==> src/hdl/websocket_rx_deframer_assert.svh <==
// Assertion macros shared by the WebSocket receive deframer modules.
`ifndef WEBSOCKET_RX_DEFRAMER_ASSERT_SVH
`define WEBSOCKET_RX_DEFRAMER_ASSERT_SVH

// Same-cycle implication, sampled on i_clk, off while in reset.
`define WSRX_ASSERT_SAME(lbl, ante, cons, msg) \
    lbl: assert property (@(posedge i_clk) disable iff (!i_rst_n) (ante) |-> (cons)) \
        else $error(msg);

// Next-cycle implication, sampled on i_clk, off while in reset.
`define WSRX_ASSERT_NEXT(lbl, ante, cons, msg) \
    lbl: assert property (@(posedge i_clk) disable iff (!i_rst_n) (ante) |=> (cons)) \
        else $error(msg);

`endif

==> src/hdl/wsrx_pkg.sv <==
// Types, codes and helpers for the WebSocket receive deframer.
`default_nettype none

package wsrx_pkg;

    localparam logic IN_BYTE = 1'b0;
    localparam logic IN_TICK = 1'b1;

    localparam logic [2:0] KIND_DATA      = 3'd0;
    localparam logic [2:0] KIND_EMPTY     = 3'd1;
    localparam logic [2:0] KIND_PONG      = 3'd2;
    localparam logic [2:0] KIND_CLOSE_REQ = 3'd3;
    localparam logic [2:0] KIND_CLOSED    = 3'd4;

    localparam logic [3:0] OP_CONT  = 4'h0;
    localparam logic [3:0] OP_TEXT  = 4'h1;
    localparam logic [3:0] OP_BIN   = 4'h2;
    localparam logic [3:0] OP_CLOSE = 4'h8;
    localparam logic [3:0] OP_PING  = 4'h9;
    localparam logic [3:0] OP_PONG  = 4'hA;

    localparam logic [6:0] LEN_CODE_16 = 7'd126;
    localparam logic [6:0] LEN_CODE_64 = 7'd127;

    // header byte counts at which each header part is complete, and the mask length
    localparam logic [3:0] NEED_EXT16  = 4'd4;
    localparam logic [3:0] NEED_EXT64  = 4'd10;
    localparam logic [3:0] NEED_SHORT  = 4'd6;
    localparam logic [3:0] MASK_BYTES  = 4'd4;

    localparam int HDR_DEPTH = 14;

    localparam logic [7:0] TIMEOUT_RESET = 8'd5;

    typedef enum logic [1:0] {
        LINK_CONNECTED,
        LINK_CLOSING,
        LINK_CLOSED
    } t_link;

    typedef enum logic [2:0] {
        PH_B0,
        PH_B1,
        PH_EXT,
        PH_MASK,
        PH_PAY
    } t_phase;

    typedef enum logic [1:0] {
        PEND_NONE,
        PEND_CLOSED,
        PEND_ECHO
    } t_pend;

    typedef struct packed {
        logic [2:0] kind;
        logic [7:0] out_byte;
        logic [1:0] ftype;
        logic       fin;
        logic       flast;
        logic       rlast;
    } t_result;

    // what one processed item hands to the output sequencer
    typedef struct packed {
        logic       valid;
        t_result    first;
        t_pend      pend;
        logic [3:0] echo_cnt;
        logic       echo_flast;
    } t_desc;

    function automatic t_result mk_res(input logic [2:0] kind, input logic [7:0] value,
                                       input logic [1:0] ftype, input logic fin,
                                       input logic flast, input logic rlast);
        t_result r;
        r.kind     = kind;
        r.out_byte = value;
        r.ftype    = ftype;
        r.fin      = fin;
        r.flast    = flast;
        r.rlast    = rlast;
        return r;
    endfunction

endpackage

`default_nettype wire

==> src/hdl/websocket_rx_deframer.sv <==
// WebSocket receive deframer top level: header parse, unmasking, ping echo, close handling.
// An accepted item is registered, and its first result then in the result register.
// Throughput: one item per cycle unless stalled; an item with several results holds the input
// until the rest are out (ping header echo gives 6 to 14, close frame end gives close request
// plus closed if connected). Bursts leave the output sequencer one per cycle unless stalled.
// Reset (synchronous, active low) clears link, parse and count state; timeout goes to 5.
// The 14-byte header store is not cleared; every entry is written before it is read.
`default_nettype none

`include "websocket_rx_deframer_assert.svh"

module websocket_rx_deframer #(
    parameter int LENGTH_BITS = 64
) (
    input  wire        i_clk,
    input  wire        i_rst_n,
    input  wire        i_valid,
    output logic       o_stall,
    input  wire        i_opcode,
    input  wire [7:0]  i_rx_byte,
    output logic       o_valid,
    input  wire        i_stall,
    output logic [2:0] o_kind,
    output logic [7:0] o_out_byte,
    output logic [1:0] o_frame_type,
    output logic       o_fin,
    output logic       o_frame_last,
    output logic       o_run_last,
    input  wire        i_cfg_we,
    input  wire [7:0]  i_cfg_wdata
);

    logic                   r_in_valid;
    logic                   r_in_op;
    logic [7:0]             r_in_byte;
    logic [7:0]             r_timeout;

    wsrx_pkg::t_link        r_link;
    wsrx_pkg::t_link        n_link;
    wsrx_pkg::t_phase       r_phase;
    wsrx_pkg::t_phase       n_phase;
    logic [3:0]             r_hcnt;
    logic [3:0]             n_hcnt;
    logic [3:0]             r_need;
    logic [3:0]             n_need;
    logic [LENGTH_BITS-1:0] r_len;
    logic [LENGTH_BITS-1:0] n_len;
    logic                   r_ovf;
    logic                   n_ovf;
    logic [LENGTH_BITS-1:0] r_rem;
    logic [LENGTH_BITS-1:0] n_rem;
    logic [7:0]             r_ccnt;
    logic [7:0]             n_ccnt;
    logic [3:0]             r_op;
    logic                   r_fin;
    logic [7:0]             r_key [4];
    logic [7:0]             n_key [4];
    logic [7:0]             r_hdr [wsrx_pkg::HDR_DEPTH];

    logic                   w_can_load;
    logic                   w_proc;
    logic                   w_active;
    logic                   w_byte;
    logic                   w_hdr_we;
    logic [3:0]             w_hdr_idx;
    logic                   w_hdr_done;
    logic [LENGTH_BITS-1:0] w_len_shift;
    logic                   w_ovf_next;
    logic                   w_len_zero;
    logic                   w_last;
    logic                   w_is_data;
    logic                   w_is_ping;
    logic                   w_is_close;
    logic                   w_is_unknown;
    logic [7:0]             w_tick_cnt;
    logic                   w_timeout;
    wsrx_pkg::t_link        w_end_link;
    wsrx_pkg::t_desc        w_end_desc;
    wsrx_pkg::t_desc        w_desc;
    logic [3:0]             w_echo_idx;
    wsrx_pkg::t_result      w_res;

    assign w_proc   = r_in_valid && w_can_load;
    assign o_stall  = r_in_valid && !w_can_load;
    assign w_active = r_link != wsrx_pkg::LINK_CLOSED;
    assign w_byte   = r_in_op == wsrx_pkg::IN_BYTE;

    assign w_hdr_done  = (r_hcnt + 4'd1) >= r_need;
    assign w_len_shift = {r_len[LENGTH_BITS-9:0], r_in_byte};
    // any set bit pushed out of the length register means the length is too large
    assign w_ovf_next  = r_ovf || (r_len[LENGTH_BITS-1 -: 8] != 8'h00);
    assign w_len_zero  = r_len == '0;
    assign w_last      = r_rem == LENGTH_BITS'(1);

    assign w_is_data    = r_op inside {wsrx_pkg::OP_CONT, wsrx_pkg::OP_TEXT, wsrx_pkg::OP_BIN};
    assign w_is_ping    = r_op == wsrx_pkg::OP_PING;
    assign w_is_close   = r_op == wsrx_pkg::OP_CLOSE;
    assign w_is_unknown = !w_is_data && !w_is_ping && !w_is_close;

    assign w_tick_cnt = (r_ccnt == 8'hFF) ? r_ccnt : r_ccnt + 8'd1;
    assign w_timeout  = w_tick_cnt >= r_timeout;

    assign w_hdr_idx = (r_phase == wsrx_pkg::PH_B0) ? 4'd0 : r_hcnt;

    // end of frame: close drops the link, unknown opcodes request a close
    always_comb begin
        w_end_link            = r_link;
        w_end_desc.valid      = 1'b0;
        w_end_desc.first      = wsrx_pkg::mk_res(wsrx_pkg::KIND_CLOSE_REQ, 8'h00, 2'd0,
                                                 1'b0, 1'b0, 1'b1);
        w_end_desc.pend       = wsrx_pkg::PEND_NONE;
        w_end_desc.echo_cnt   = r_need;
        w_end_desc.echo_flast = 1'b0;
        if (w_is_close) begin
            w_end_link       = wsrx_pkg::LINK_CLOSED;
            w_end_desc.valid = 1'b1;
            if (r_link == wsrx_pkg::LINK_CONNECTED) begin
                w_end_desc.first.rlast = 1'b0;
                w_end_desc.pend        = wsrx_pkg::PEND_CLOSED;
            end else begin
                w_end_desc.first.kind = wsrx_pkg::KIND_CLOSED;
            end
        end else if (w_is_unknown) begin
            w_end_link       = wsrx_pkg::LINK_CLOSING;
            w_end_desc.valid = 1'b1;
        end
    end

    // next state of the parser and the link
    always_comb begin
        n_phase = r_phase;
        n_link  = r_link;
        if (w_proc && w_active) begin
            if (!w_byte) begin
                if (r_link == wsrx_pkg::LINK_CLOSING && w_timeout) begin
                    n_link = wsrx_pkg::LINK_CLOSED;
                end
            end else begin
                case (r_phase)
                    wsrx_pkg::PH_B0: n_phase = wsrx_pkg::PH_B1;
                    wsrx_pkg::PH_B1: begin
                        if (!r_in_byte[7]) begin
                            n_link  = wsrx_pkg::LINK_CLOSING;
                            n_phase = wsrx_pkg::PH_B0;
                        end else if (r_in_byte[6:0] == wsrx_pkg::LEN_CODE_16 ||
                                     r_in_byte[6:0] == wsrx_pkg::LEN_CODE_64) begin
                            n_phase = wsrx_pkg::PH_EXT;
                        end else begin
                            n_phase = wsrx_pkg::PH_MASK;
                        end
                    end
                    wsrx_pkg::PH_EXT: begin
                        if (w_hdr_done) begin
                            if (w_ovf_next) begin
                                n_link  = wsrx_pkg::LINK_CLOSING;
                                n_phase = wsrx_pkg::PH_B0;
                            end else begin
                                n_phase = wsrx_pkg::PH_MASK;
                            end
                        end
                    end
                    wsrx_pkg::PH_MASK: begin
                        if (w_hdr_done) begin
                            if (w_len_zero) begin
                                n_link  = w_end_link;
                                n_phase = wsrx_pkg::PH_B0;
                            end else begin
                                n_phase = wsrx_pkg::PH_PAY;
                            end
                        end
                    end
                    wsrx_pkg::PH_PAY: begin
                        if (w_last) begin
                            n_link  = w_end_link;
                            n_phase = wsrx_pkg::PH_B0;
                        end
                    end
                    default: n_phase = wsrx_pkg::PH_B0;
                endcase
            end
        end
    end

    // datapath updates and the result descriptor for the sequencer
    always_comb begin
        n_hcnt            = r_hcnt;
        n_need            = r_need;
        n_len             = r_len;
        n_ovf             = r_ovf;
        n_rem             = r_rem;
        n_ccnt            = r_ccnt;
        n_key             = r_key;
        w_hdr_we          = 1'b0;
        w_desc.valid      = 1'b0;
        w_desc.first      = wsrx_pkg::mk_res(wsrx_pkg::KIND_CLOSE_REQ, 8'h00, 2'd0,
                                             1'b0, 1'b0, 1'b1);
        w_desc.pend       = wsrx_pkg::PEND_NONE;
        w_desc.echo_cnt   = r_need;
        w_desc.echo_flast = w_len_zero;
        if (w_proc && w_active) begin
            if (!w_byte) begin
                if (r_link == wsrx_pkg::LINK_CLOSING) begin
                    n_ccnt = w_tick_cnt;
                    if (w_timeout) begin
                        w_desc.valid      = 1'b1;
                        w_desc.first.kind = wsrx_pkg::KIND_CLOSED;
                    end
                end
            end else begin
                case (r_phase)
                    wsrx_pkg::PH_B0: begin
                        w_hdr_we = 1'b1;
                        n_hcnt   = 4'd1;
                    end
                    wsrx_pkg::PH_B1: begin
                        w_hdr_we = 1'b1;
                        n_hcnt   = r_hcnt + 4'd1;
                        if (!r_in_byte[7]) begin
                            w_desc.valid = 1'b1;
                            n_ccnt       = 8'd0;
                        end else if (r_in_byte[6:0] == wsrx_pkg::LEN_CODE_16) begin
                            n_need = wsrx_pkg::NEED_EXT16;
                            n_len  = '0;
                            n_ovf  = 1'b0;
                        end else if (r_in_byte[6:0] == wsrx_pkg::LEN_CODE_64) begin
                            n_need = wsrx_pkg::NEED_EXT64;
                            n_len  = '0;
                            n_ovf  = 1'b0;
                        end else begin
                            n_need = wsrx_pkg::NEED_SHORT;
                            n_len  = LENGTH_BITS'(r_in_byte[6:0]);
                        end
                    end
                    wsrx_pkg::PH_EXT: begin
                        w_hdr_we = 1'b1;
                        n_hcnt   = r_hcnt + 4'd1;
                        n_len    = w_len_shift;
                        n_ovf    = w_ovf_next;
                        if (w_hdr_done) begin
                            if (w_ovf_next) begin
                                w_desc.valid = 1'b1;
                                n_ccnt       = 8'd0;
                            end else begin
                                n_need = r_need + wsrx_pkg::MASK_BYTES;
                            end
                        end
                    end
                    wsrx_pkg::PH_MASK: begin
                        w_hdr_we = 1'b1;
                        n_hcnt   = r_hcnt + 4'd1;
                        n_key[0] = r_key[1];
                        n_key[1] = r_key[2];
                        n_key[2] = r_key[3];
                        n_key[3] = r_in_byte;
                        if (w_hdr_done) begin
                            n_rem = r_len;
                            if (w_is_ping) begin
                                w_desc.valid = 1'b1;
                                w_desc.first = wsrx_pkg::mk_res(wsrx_pkg::KIND_PONG,
                                                   {r_hdr[0][7:4], wsrx_pkg::OP_PONG},
                                                   2'd0, 1'b0, 1'b0, 1'b0);
                                w_desc.pend  = wsrx_pkg::PEND_ECHO;
                            end else if (w_len_zero) begin
                                if (w_is_data) begin
                                    w_desc.valid = 1'b1;
                                    w_desc.first = wsrx_pkg::mk_res(wsrx_pkg::KIND_EMPTY,
                                                       8'h00, r_op[1:0], r_fin, 1'b1, 1'b1);
                                end else begin
                                    w_desc = w_end_desc;
                                    if (w_is_unknown) begin
                                        n_ccnt = 8'd0;
                                    end
                                end
                            end
                        end
                    end
                    wsrx_pkg::PH_PAY: begin
                        n_rem    = r_rem - LENGTH_BITS'(1);
                        n_key[0] = r_key[1];
                        n_key[1] = r_key[2];
                        n_key[2] = r_key[3];
                        n_key[3] = r_key[0];
                        if (w_is_data) begin
                            w_desc.valid = 1'b1;
                            w_desc.first = wsrx_pkg::mk_res(wsrx_pkg::KIND_DATA,
                                               r_in_byte ^ r_key[0], r_op[1:0], r_fin,
                                               w_last, 1'b1);
                        end else if (w_is_ping) begin
                            w_desc.valid = 1'b1;
                            w_desc.first = wsrx_pkg::mk_res(wsrx_pkg::KIND_PONG, r_in_byte,
                                               2'd0, 1'b0, w_last, 1'b1);
                        end else if (w_last) begin
                            w_desc = w_end_desc;
                            if (w_is_unknown) begin
                                n_ccnt = 8'd0;
                            end
                        end
                    end
                    default: ;
                endcase
            end
        end
    end

    always_ff @(posedge i_clk) begin
        if (!i_rst_n) begin
            r_in_valid <= 1'b0;
            r_timeout  <= wsrx_pkg::TIMEOUT_RESET;
            r_link     <= wsrx_pkg::LINK_CONNECTED;
            r_phase    <= wsrx_pkg::PH_B0;
            r_hcnt     <= 4'd0;
            r_need     <= 4'd0;
            r_len      <= '0;
            r_ovf      <= 1'b0;
            r_rem      <= '0;
            r_ccnt     <= 8'd0;
        end else begin
            if (i_valid && !o_stall) begin
                r_in_valid <= 1'b1;
            end else if (w_proc) begin
                r_in_valid <= 1'b0;
            end
            if (i_cfg_we) begin
                r_timeout <= i_cfg_wdata;
            end
            r_link  <= n_link;
            r_phase <= n_phase;
            r_hcnt  <= n_hcnt;
            r_need  <= n_need;
            r_len   <= n_len;
            r_ovf   <= n_ovf;
            r_rem   <= n_rem;
            r_ccnt  <= n_ccnt;
        end
    end

    always_ff @(posedge i_clk) begin
        if (i_valid && !o_stall) begin
            r_in_op   <= i_opcode;
            r_in_byte <= i_rx_byte;
        end
        r_key <= n_key;
        if (w_hdr_we) begin
            r_hdr[w_hdr_idx] <= r_in_byte;
        end
        if (w_hdr_we && r_phase == wsrx_pkg::PH_B0) begin
            r_op  <= r_in_byte[3:0];
            r_fin <= r_in_byte[7];
        end
    end

    wsrx_out_seq u_out_seq (
        .i_clk       (i_clk),
        .i_rst_n     (i_rst_n),
        .i_load      (w_proc),
        .i_desc      (w_desc),
        .i_echo_byte (r_hdr[w_echo_idx]),
        .o_echo_idx  (w_echo_idx),
        .i_stall     (i_stall),
        .o_can_load  (w_can_load),
        .o_valid     (o_valid),
        .o_res       (w_res)
    );

    assign o_kind       = w_res.kind;
    assign o_out_byte   = w_res.out_byte;
    assign o_frame_type = w_res.ftype;
    assign o_fin        = w_res.fin;
    assign o_frame_last = w_res.flast;
    assign o_run_last   = w_res.rlast;

    `WSRX_ASSERT_NEXT(a_closed_sticky, r_link == wsrx_pkg::LINK_CLOSED,
                      r_link == wsrx_pkg::LINK_CLOSED, "link left closed state")
    `WSRX_ASSERT_SAME(a_pay_state, r_phase == wsrx_pkg::PH_PAY,
                      (r_rem != '0) && (r_hcnt == r_need), "payload phase with bad counters")

endmodule

`default_nettype wire

==> src/hdl/wsrx_out_seq.sv <==
// Result register and sequencer for items that give more than one result.
`default_nettype none

`include "websocket_rx_deframer_assert.svh"

module wsrx_out_seq (
    input  wire                 i_clk,
    input  wire                 i_rst_n,
    input  wire                 i_load,
    input  wsrx_pkg::t_desc     i_desc,
    input  wire [7:0]           i_echo_byte,
    output logic [3:0]          o_echo_idx,
    input  wire                 i_stall,
    output logic                o_can_load,
    output logic                o_valid,
    output wsrx_pkg::t_result   o_res
);

    logic              r_valid;
    logic              n_valid;
    wsrx_pkg::t_result r_res;
    wsrx_pkg::t_result n_res;
    wsrx_pkg::t_pend   r_pend;
    wsrx_pkg::t_pend   n_pend;
    logic [3:0]        r_idx;
    logic [3:0]        n_idx;
    logic [3:0]        r_cnt;
    logic              r_flast;
    logic              w_free;
    logic              w_echo_end;

    assign w_free     = !r_valid || !i_stall;
    assign o_can_load = w_free && (r_pend == wsrx_pkg::PEND_NONE);
    assign w_echo_end = r_idx == (r_cnt - 4'd1);
    assign o_echo_idx = r_idx;
    assign o_valid    = r_valid;
    assign o_res      = r_res;

    always_comb begin
        n_pend = r_pend;
        if (w_free) begin
            case (r_pend)
                wsrx_pkg::PEND_NONE: begin
                    if (i_load) begin
                        n_pend = i_desc.pend;
                    end
                end
                wsrx_pkg::PEND_CLOSED: n_pend = wsrx_pkg::PEND_NONE;
                wsrx_pkg::PEND_ECHO: begin
                    if (w_echo_end) begin
                        n_pend = wsrx_pkg::PEND_NONE;
                    end
                end
                default: n_pend = wsrx_pkg::PEND_NONE;
            endcase
        end
    end

    always_comb begin
        n_valid = r_valid;
        n_res   = r_res;
        n_idx   = r_idx;
        if (w_free) begin
            case (r_pend)
                wsrx_pkg::PEND_NONE: begin
                    n_valid = i_load && i_desc.valid;
                    n_res   = i_desc.first;
                    n_idx   = 4'd1;
                end
                wsrx_pkg::PEND_CLOSED: begin
                    n_valid = 1'b1;
                    n_res   = wsrx_pkg::mk_res(wsrx_pkg::KIND_CLOSED, 8'h00, 2'd0,
                                               1'b0, 1'b0, 1'b1);
                end
                wsrx_pkg::PEND_ECHO: begin
                    n_valid = 1'b1;
                    n_res   = wsrx_pkg::mk_res(wsrx_pkg::KIND_PONG, i_echo_byte, 2'd0, 1'b0,
                                               r_flast && w_echo_end, w_echo_end);
                    n_idx   = r_idx + 4'd1;
                end
                default: n_valid = 1'b0;
            endcase
        end
    end

    always_ff @(posedge i_clk) begin
        if (!i_rst_n) begin
            r_valid <= 1'b0;
            r_pend  <= wsrx_pkg::PEND_NONE;
        end else begin
            r_valid <= n_valid;
            r_pend  <= n_pend;
        end
    end

    always_ff @(posedge i_clk) begin
        r_res <= n_res;
        r_idx <= n_idx;
        if (o_can_load && i_load) begin
            r_cnt   <= i_desc.echo_cnt;
            r_flast <= i_desc.echo_flast;
        end
    end

    `WSRX_ASSERT_SAME(a_pend_holds_result, r_pend != wsrx_pkg::PEND_NONE,
                      r_valid && !r_res.rlast, "pending results behind a run-last result")
    `WSRX_ASSERT_SAME(a_closed_after_req, r_pend == wsrx_pkg::PEND_CLOSED,
                      r_res.kind == wsrx_pkg::KIND_CLOSE_REQ, "closed not after close request")
    `WSRX_ASSERT_SAME(a_echo_is_pong, r_pend == wsrx_pkg::PEND_ECHO,
                      r_res.kind == wsrx_pkg::KIND_PONG, "header echo mixed with other kind")

endmodule

`default_nettype wire

==> config.mk <==
export PLATFORM = sky130hd
export DESIGN_NAME = websocket_rx_deframer
export DESIGN_NICKNAME = d
export VERILOG_FILES = /design/src/hdl/wsrx_pkg.sv /design/src/hdl/websocket_rx_deframer.sv /design/src/hdl/wsrx_out_seq.sv
export VERILOG_INCLUDE_DIRS = /design/src /design/src/hdl
export SDC_FILE = /design/constraint.sdc
export NUM_CORES = 1
export LEC_CHECK = 0
export BUFFER_PORTS_ARGS = -buffer_cell sky130_fd_sc_hd__buf_2
export CORE_MARGIN = 4
export CORE_UTILIZATION = 48
export CTS_BUF_LIST = sky130_fd_sc_hd__clkbuf_4 sky130_fd_sc_hd__clkbuf_8
export DETAILED_ROUTE_END_ITERATION = 10
export SYNTH_ARGS = -nofsm -noshare
export SYNTH_HDL_FRONTEND = slang
export SYNTH_SLANG_ARGS = --single-unit
==> constraint.sdc <==
create_clock -name i_clk -period 7.6 [get_ports i_clk]
set_clock_uncertainty 0.2 [all_clocks]
set_input_delay 0 -clock i_clk [delete_from_list [all_inputs] [get_ports i_clk]]
set_output_delay 0 -clock i_clk [all_outputs]
set_load 0.005 [all_outputs]
==> impl_metrics.py, run 1 <==
metrics = {
    "run_status": {
        "status": "complete, no violations",
    },
    "layout": {
        "design_area_mm2": 0.0181,
        "antenna_cells": 0,
        "final_cell_mix": "196 x nor2_1, 182 x edfxtp_1, 164 x dfxtp_1",
        "nFillCells": 2905,
        "drive_above_1_share": 0.152,
        "fin_cells": 2059,
        "area_growth_pct": 14.8,
        "nNetsFinal": 1616,
        "fin_util": 0.557,
        "layout_commonest_cell": "nor2_1",
    },
    "placement": {
        "hpwlAfterDp_mm": 25.7,
        "dpl-instance-area_mm2": 0.0164,
        "portBuffers": 39,
        "globalplace.congestion": 0.834,
        "place_inst": 1904,
    },
    "synth": {
        "async_flop_share": 0,
        "synth-compound-area-share": 0.157,
        "synth_fa_ha_area_frac": 0.0182,
        "synth_flop_cell": "edfxtp_1",
        "avgSynthCellArea_um2": 10.6,
        "synth_seq_cells": 347,
        "synthXorXnorAreaFrac": 0.0111,
        "ys_types": 84,
        "netlist_area_mm2": 0.0158,
        "syn_inst": 1494,
        "syn_nets": 1539,
        "synthSimpleGateAreaFrac": 0.166,
        "synthMuxAreaShare": 0.0604,
        "synth-edff-count": 182,
        "ys_warn_count": 0,
        "synth_top_family_by_area": "simple AND/OR/NAND/NOR gates",
        "synth.yosys.seq_area_share": 0.555,
    },
    "global_routing": {
        "grt_overflow": 0,
        "track_usage": 0.229,
        "first_global_vias": 11700,
        "grt_pass1_wl_mm": 66.1,
        "grt_start_max_net_pins": 70,
        "antenna_found_initial": 0,
    },
    "sta": {
        "fin_crit_sh": 0.562,
        "tightest_slew_ps": 1180,
        "slew_viol_final": 0,
        "relSlewSlack": 0.208,
        "hold_viol": 0,
        "rsz0062_at_grt": "false",
        "setup_tns_ps": 0,
        "setup_viol": 0,
        "fin_crit_ps": 4270,
        "fmax_ghz": 0.234,
    },
    "floorplan": {
        "die_area_mm2": 0.0359,
        "initial_core_util": 0.485,
        "core_area_mm2": 0.0325,
        "ios": 40,
        "die_x_um": 189,
        "placementRows": 66,
        "chipHeight_um": 189,
    },
    "clock_tree": {
        "clk_pin_slew_ps": 70,
        "cts_setup_buffers": 0,
        "cts_resized": 0,
        "numCtsBuffers": 58,
        "cts_buffer_depth": 3,
        "clk_latency_ps": 640,
        "hold_buffers": 49,
        "clockRootBuffer": "clkbuf_8",
        "ctsHtreeMaxLevel": 2,
        "cts_tree": "done",
        "clock_sinks": 347,
    },
    "setup_path": {
        "cp_max_fo": 69,
        "crit_type": "reg2reg",
        "crit_arrival_ps": 4560,
        "endpoint_kind": "flip-flop",
        "regToRegStartpoint": "r_phase[2]$_SDFFE_PN0P_",
        "startpoint_type": "flip-flop",
        "startpoint": "r_phase[2]$_SDFFE_PN0P_",
        "crit_required_ps": 7890,
    },
    "pwr": {
        "peakVddDrop_v": 0.000120,
        "leakagePower_nw": 6.41,
        "power_density_mw_per_mm2": 213,
    },
    "drt": {
        "ant_nets": 0,
        "routed_wl_mm": 40.9,
        "vias": 12300,
        "viasPerCell": 5.96,
        "dr.pass1.iters": 5,
        "drcViolationCount": 0,
        "drtIter0Drc": 1090,
        "wl_per_cell_um": 19.8,
    },
    "flow_run": {
        "drv_cap": 0,
    },
    "hold_path": {
        "min_path_type": "in2reg",
        "hold_start": "i_cfg_we",
    },
}
-- Yosys cell counts, drive strengths merged, types with 8 or more instances --
cell | number | area (um2)
nor2 | 199 | 749
edfxtp | 182 | 5470
dfxtp | 165 | 3300
nand2 | 118 | 443
a21oi | 92 | 460
o21ai | 83 | 415
clkbuf | 82 | 308
a22oi | 72 | 541
nand3 | 57 | 298
nor3 | 42 | 215
nor4 | 39 | 293
mux4 | 32 | 721
inv | 30 | 113
ha | 23 | 288
buf | 18 | 75.1
nand4 | 16 | 106
a31oi | 12 | 75.1
and3 | 12 | 75.1
mux2 | 11 | 124
mux2i | 11 | 110
nand2b | 11 | 68.8
xnor2 | 11 | 96.3
and2 | 10 | 62.6
a211oi | 9 | 80.1
a22o | 9 | 78.8
o211ai | 9 | 67.6
or4 | 9 | 71.3
xor2 | 9 | 78.8
o21a | 8 | 60.1
o22ai | 8 | 50.1
or3 | 8 | 55.1
-- report_power, final --
group          internal, mW  switching (mW)
logic                0.0569          0.0764
clock network         0.970           0.761
registers              1.98          0.0110
total                  3.01           0.848
-- registers in the layout (all words and copies together), names as in the netlist, 3 cells and up, named ones only --
name / flops
r_ccnt: 8
r_hcnt: 4
r_hdr: 112
r_in_byte: 8
r_key: 32
r_len: 64
r_need: 3
r_op: 4
r_phase: 3
r_rem: 64
r_timeout: 8
u_out_seq.o_echo_idx: 4
u_out_seq.o_res: 16
u_out_seq.r_cnt: 3
-- per-layer routing --
metal	share of wire	track usage	wire length, um	vias to the layer above
met1	0.47	0.341	19100	6018
met4	0.025	0.0737	1010	0
met5	0	0	0	-
met3	0.061	0.0369	2510	71
met2	0.45	0.344	18200	389
li1	-	-	-	5798
-- logic make-up (layout without fill, tap and decap cells) --
group | after synthesis | in the layout
and+or+nand+nor | 546 | 546
AOI/OAI and AO/OA | 374 | 374
DFF | 347 | 347
buffers and inverters | 130 | 253
muxes | 54 | 54
adders and majority gates | 23 | 23
xor gates and xnor gates | 20 | 20
-- final cells by class --
class,instances,area [um2],share of cell area
sequential,347,8770,0.484
multi-input combinational,1017,6570,0.363
clock buffer,90,1080,0.0594
timing repair buffer,117,903,0.0498
tap,442,553,0.0305
clock inverter,16,138,0.00759
inverter,30,115,0.00635
-- per-stage QoR --
step | hold WS [ps] | power (mW) | setup slack, ps
4_1_cts | 86.2 | 3.90 | 3290
6_report | 144 | 3.86 | 3330
5_1_grt | 124 | 4.01 | 2990
3_5_place_dp | -14.4 | 2.14 | 3280
2_1_floorplan | -101 | 2.10 | 3310
3_3_place_gp | -20.8 | 2.14 | 3380
-- worst paths after layout --
path                               endpoint  slack [ps]  cells past startpoint
setup / recovery     r_rem[33]$_SDFFE_PN0P_        3330                      7
hold / removal    r_timeout[2]$_SDFFE_PN1P_         140                      3
setup reg to reg     r_rem[33]$_SDFFE_PN0P_        3330                      7
hold reg to reg         r_key[18]$_DFFE_PP_         220                      0
-- critical path, cell delays in order (launching register included) --
cell and delay, ps:
dfxtp_1 570, or3b_4 730, a21oi_4 970, o21a_2 670, buf_4 490, o21ai_0 170
a22oi_1 210, nor2_1 50
No activity file was read; power rests on OpenSTA's default activity.
==> run 2: changes to the inputs <==
--- a/config.mk
+++ b/config.mk
@@ -11,6 +11,7 @@
 export CORE_UTILIZATION = 48
 export CTS_BUF_LIST = sky130_fd_sc_hd__clkbuf_4 sky130_fd_sc_hd__clkbuf_8
 export DETAILED_ROUTE_END_ITERATION = 10
+export PLACE_DENSITY = 0.66
 export SYNTH_ARGS = -nofsm -noshare
 export SYNTH_HDL_FRONTEND = slang
 export SYNTH_SLANG_ARGS = --single-unit
==> constraint.sdc (replaced) <==
create_clock -name i_clk -period 3.43 [get_ports i_clk]
set_clock_uncertainty 0.2 [all_clocks]
set_input_delay 0 -clock i_clk [delete_from_list [all_inputs] [get_ports i_clk]]
set_output_delay 0 -clock i_clk [all_outputs]
set_load 0.005 [all_outputs]
==> run 2 against run 1 <==
Worst hold slack got worse by 22 ps. Critical path depth grew 6. Die area did not move. Clock power rose by 120%. Wire length shrank 3.0%. Via count grew 0.85%. Final area rose by 2.0%. Flip-flop and latch count unchanged. Utilization up 1.1 points. Fmax increased by 33%. Sequential share of layout area shrank 0.94 points. Critical path type unchanged. Critical endpoint is now u_out_seq.o_res[15]$_DFFE_PP_.
==> impl_metrics.py, run 2 (synthesized netlist as in run 1, its figures left out) <==
metrics = {
    "run_status": {
        "status": "complete, no violations",
    },
    "setup_path": {
        "critPathBufInv": 0,
        "crit_slowest_cell": "a2111o_1",
        "crit_arrival_ps": 3360,
        "max_stage_delay_ps": 410,
        "startpoint_type": "flip-flop",
        "crit_required_ps": 3580,
        "crit_type": "reg2reg",
        "crit_chain": "ha_1 > nand2_1 > nor2_2 > nand3_2 > nand4_1 > xnor2_1 > ha_1 > a21o_1 > a2111o_1 > a41oi_2 > nor2_1 > nor2_1 > a221oi_1",
        "critPathTopFamily": "compound AO/OA/AOI/OAI gates",
        "endpoint_kind": "flip-flop",
        "cp_max_fo": 7,
    },
    "clock_tree": {
        "clockRootBuffer": "clkbuf_8",
        "clk_latency_ps": 660,
        "cts_tree": "done",
        "ctsHtreeMaxLevel": 2,
        "clk_pin_slew_ps": 70,
        "numCtsBuffers": 57,
        "cts_buffer_depth": 3,
        "clock_sinks": 347,
    },
    "drt": {
        "ant_nets": 0,
        "wl_per_cell_um": 18.9,
        "routed_wl_mm": 39.6,
        "drtIter0Drc": 1067,
        "viasPerCell": 5.91,
        "drcViolationCount": 0,
        "dr.pass1.iters": 6,
        "vias": 12400,
    },
    "layout": {
        "area_growth_pct": 17.1,
        "nNetsFinal": 1649,
        "nFillCells": 2789,
        "drive_above_1_share": 0.168,
        "layout_commonest_cell": "nor2_1",
        "final_cell_mix": "195 x nor2_1, 182 x edfxtp_1, 163 x dfxtp_1",
        "top_regs": "r_hdr: 112 flops, r_len: 64 flops, r_rem: 64 flops",
        "largest_reg_flops": 112,
        "top_register": "r_hdr",
    },
    "global_routing": {
        "grt_pass1_wl_mm": 64.1,
        "grt_start_max_net_pins": 80,
        "top_usage_layer": "met2",
        "grt_overflow": 0,
        "antenna_found_initial": 1,
        "first_global_vias": 11900,
        "use_met3": 0.0463,
        "use_met1": 0.307,
        "met2_usage": 0.348,
        "track_usage": 0.220,
    },
    "sta": {
        "tightest_slew_ps": 1180,
        "fin_crit_sh": 0.934,
        "setup_tns_ps": 0,
        "setup_viol": 0,
        "slew_viol_final": 0,
        "rsz0062_at_grt": "false",
        "fmax_ghz": 0.312,
        "relSlewSlack": 0.211,
        "hold_viol": 0,
        "postLayoutSetupSlackWorst_ps": 225,
        "fin_crit_ps": 3200,
    },
    "placement": {
        "portBuffers": 39,
        "hpwlAfterDp_mm": 25.3,
        "pre_cts_ws_ps": 117,
        "globalplace.congestion": 0.829,
    },
    "hold_path": {
        "min_path_type": "in2reg",
    },
    "floorplan": {
        "initial_core_util": 0.485,
        "ios": 40,
        "core_area_mm2": 0.0325,
        "die_x_um": 189,
        "die_area_mm2": 0.0359,
        "chipHeight_um": 189,
        "placementRows": 66,
    },
    "pwr": {
        "power_density_mw_per_mm2": 465,
        "peakVddDrop_v": 0.000264,
        "leakagePower_nw": 6.61,
        "power.total_mw": 8.59,
    },
    "flow_run": {
        "drv_cap": 0,
    },
}
run 2: changes by cell type in the layout (fill, tap and decap cells not counted), sizes merged, moves of 2 or more:
cell and change:
buf +28, clkinv +7, clkbuf -6, dlygate4sd3 +6, inv -2
run 2: cell type report:
cell class / count / area [um2] / share of cell area
multi-input combinational: 1017 / 6590 / 0.356
clock inverter: 23 / 213 / 0.0115
inverter: 30 / 114 / 0.00616
clock buffer: 84 / 1020 / 0.0554
timing repair buffer: 151 / 1220 / 0.0662
sequential: 347 / 8770 / 0.474
tap: 442 / 553 / 0.0299
antenna: 1 / 2.50 / 0.000135
run 2: worst paths after layout:
path	end	depth (start not counted)	slack, ps	startpoint
max reg2reg	u_out_seq.o_res[15]$_DFFE_PP_	13	230	r_ccnt[1]$_SDFFE_PN0P_
max	u_out_seq.o_res[15]$_DFFE_PP_	13	230	r_ccnt[1]$_SDFFE_PN0P_
min	flip-flop	4	120	i_stall
min reg2reg	r_key[10]$_DFFE_PP_	0	210	r_key[2]$_DFFE_PP_
run 2: worst register-to-register path, delay by kind of cell (launching register included):
kind,cells,cell delay (ps)
flops,1,370
simple gates,6,810
xor+xnor,1,150
compound gates,4,870
fa+ha+maj,2,490
run 2: through the flow:
step	util	area [um2]	instances	hold WS (ps)
after floorplan	-	15800	1494	-101
after global placement	0.513	16700	1932	-20.7
after detailed placement	0.513	16700	1932	-21.9
after CTS	0.568	18500	2094	66.9
after global routing	0.568	18500	2095	137
final	0.568	18500	2095	123
run 2: where the power goes:
part	internal (mW)	total (mW)	leakage (nW)	switching, mW
clock	2.16	3.87	0.659	1.70
sequential	4.39	4.41	3.02	0.0244
combinational	0.143	0.314	2.93	0.172
total	6.70	8.59	6.61	1.90
run 2: per-layer routing:
metal  part of all wire  vias to the layer above
met2               0.46                      425
met3              0.068                       78
met1               0.45                     6009
met5                  0                        -
li1                   -                     5868
met4              0.023                        0
run 2: timing repair:
| action | CTS | global route |
|---|---|---|
| gates resized for setup | 0 | 4 |
| endpoints found under the setup margin | 0 | 5 |
| setup buffers | 0 | 0 |
| hold buffers | 55 | 0 |
| hold endpoints to repair | 106 | 0 |
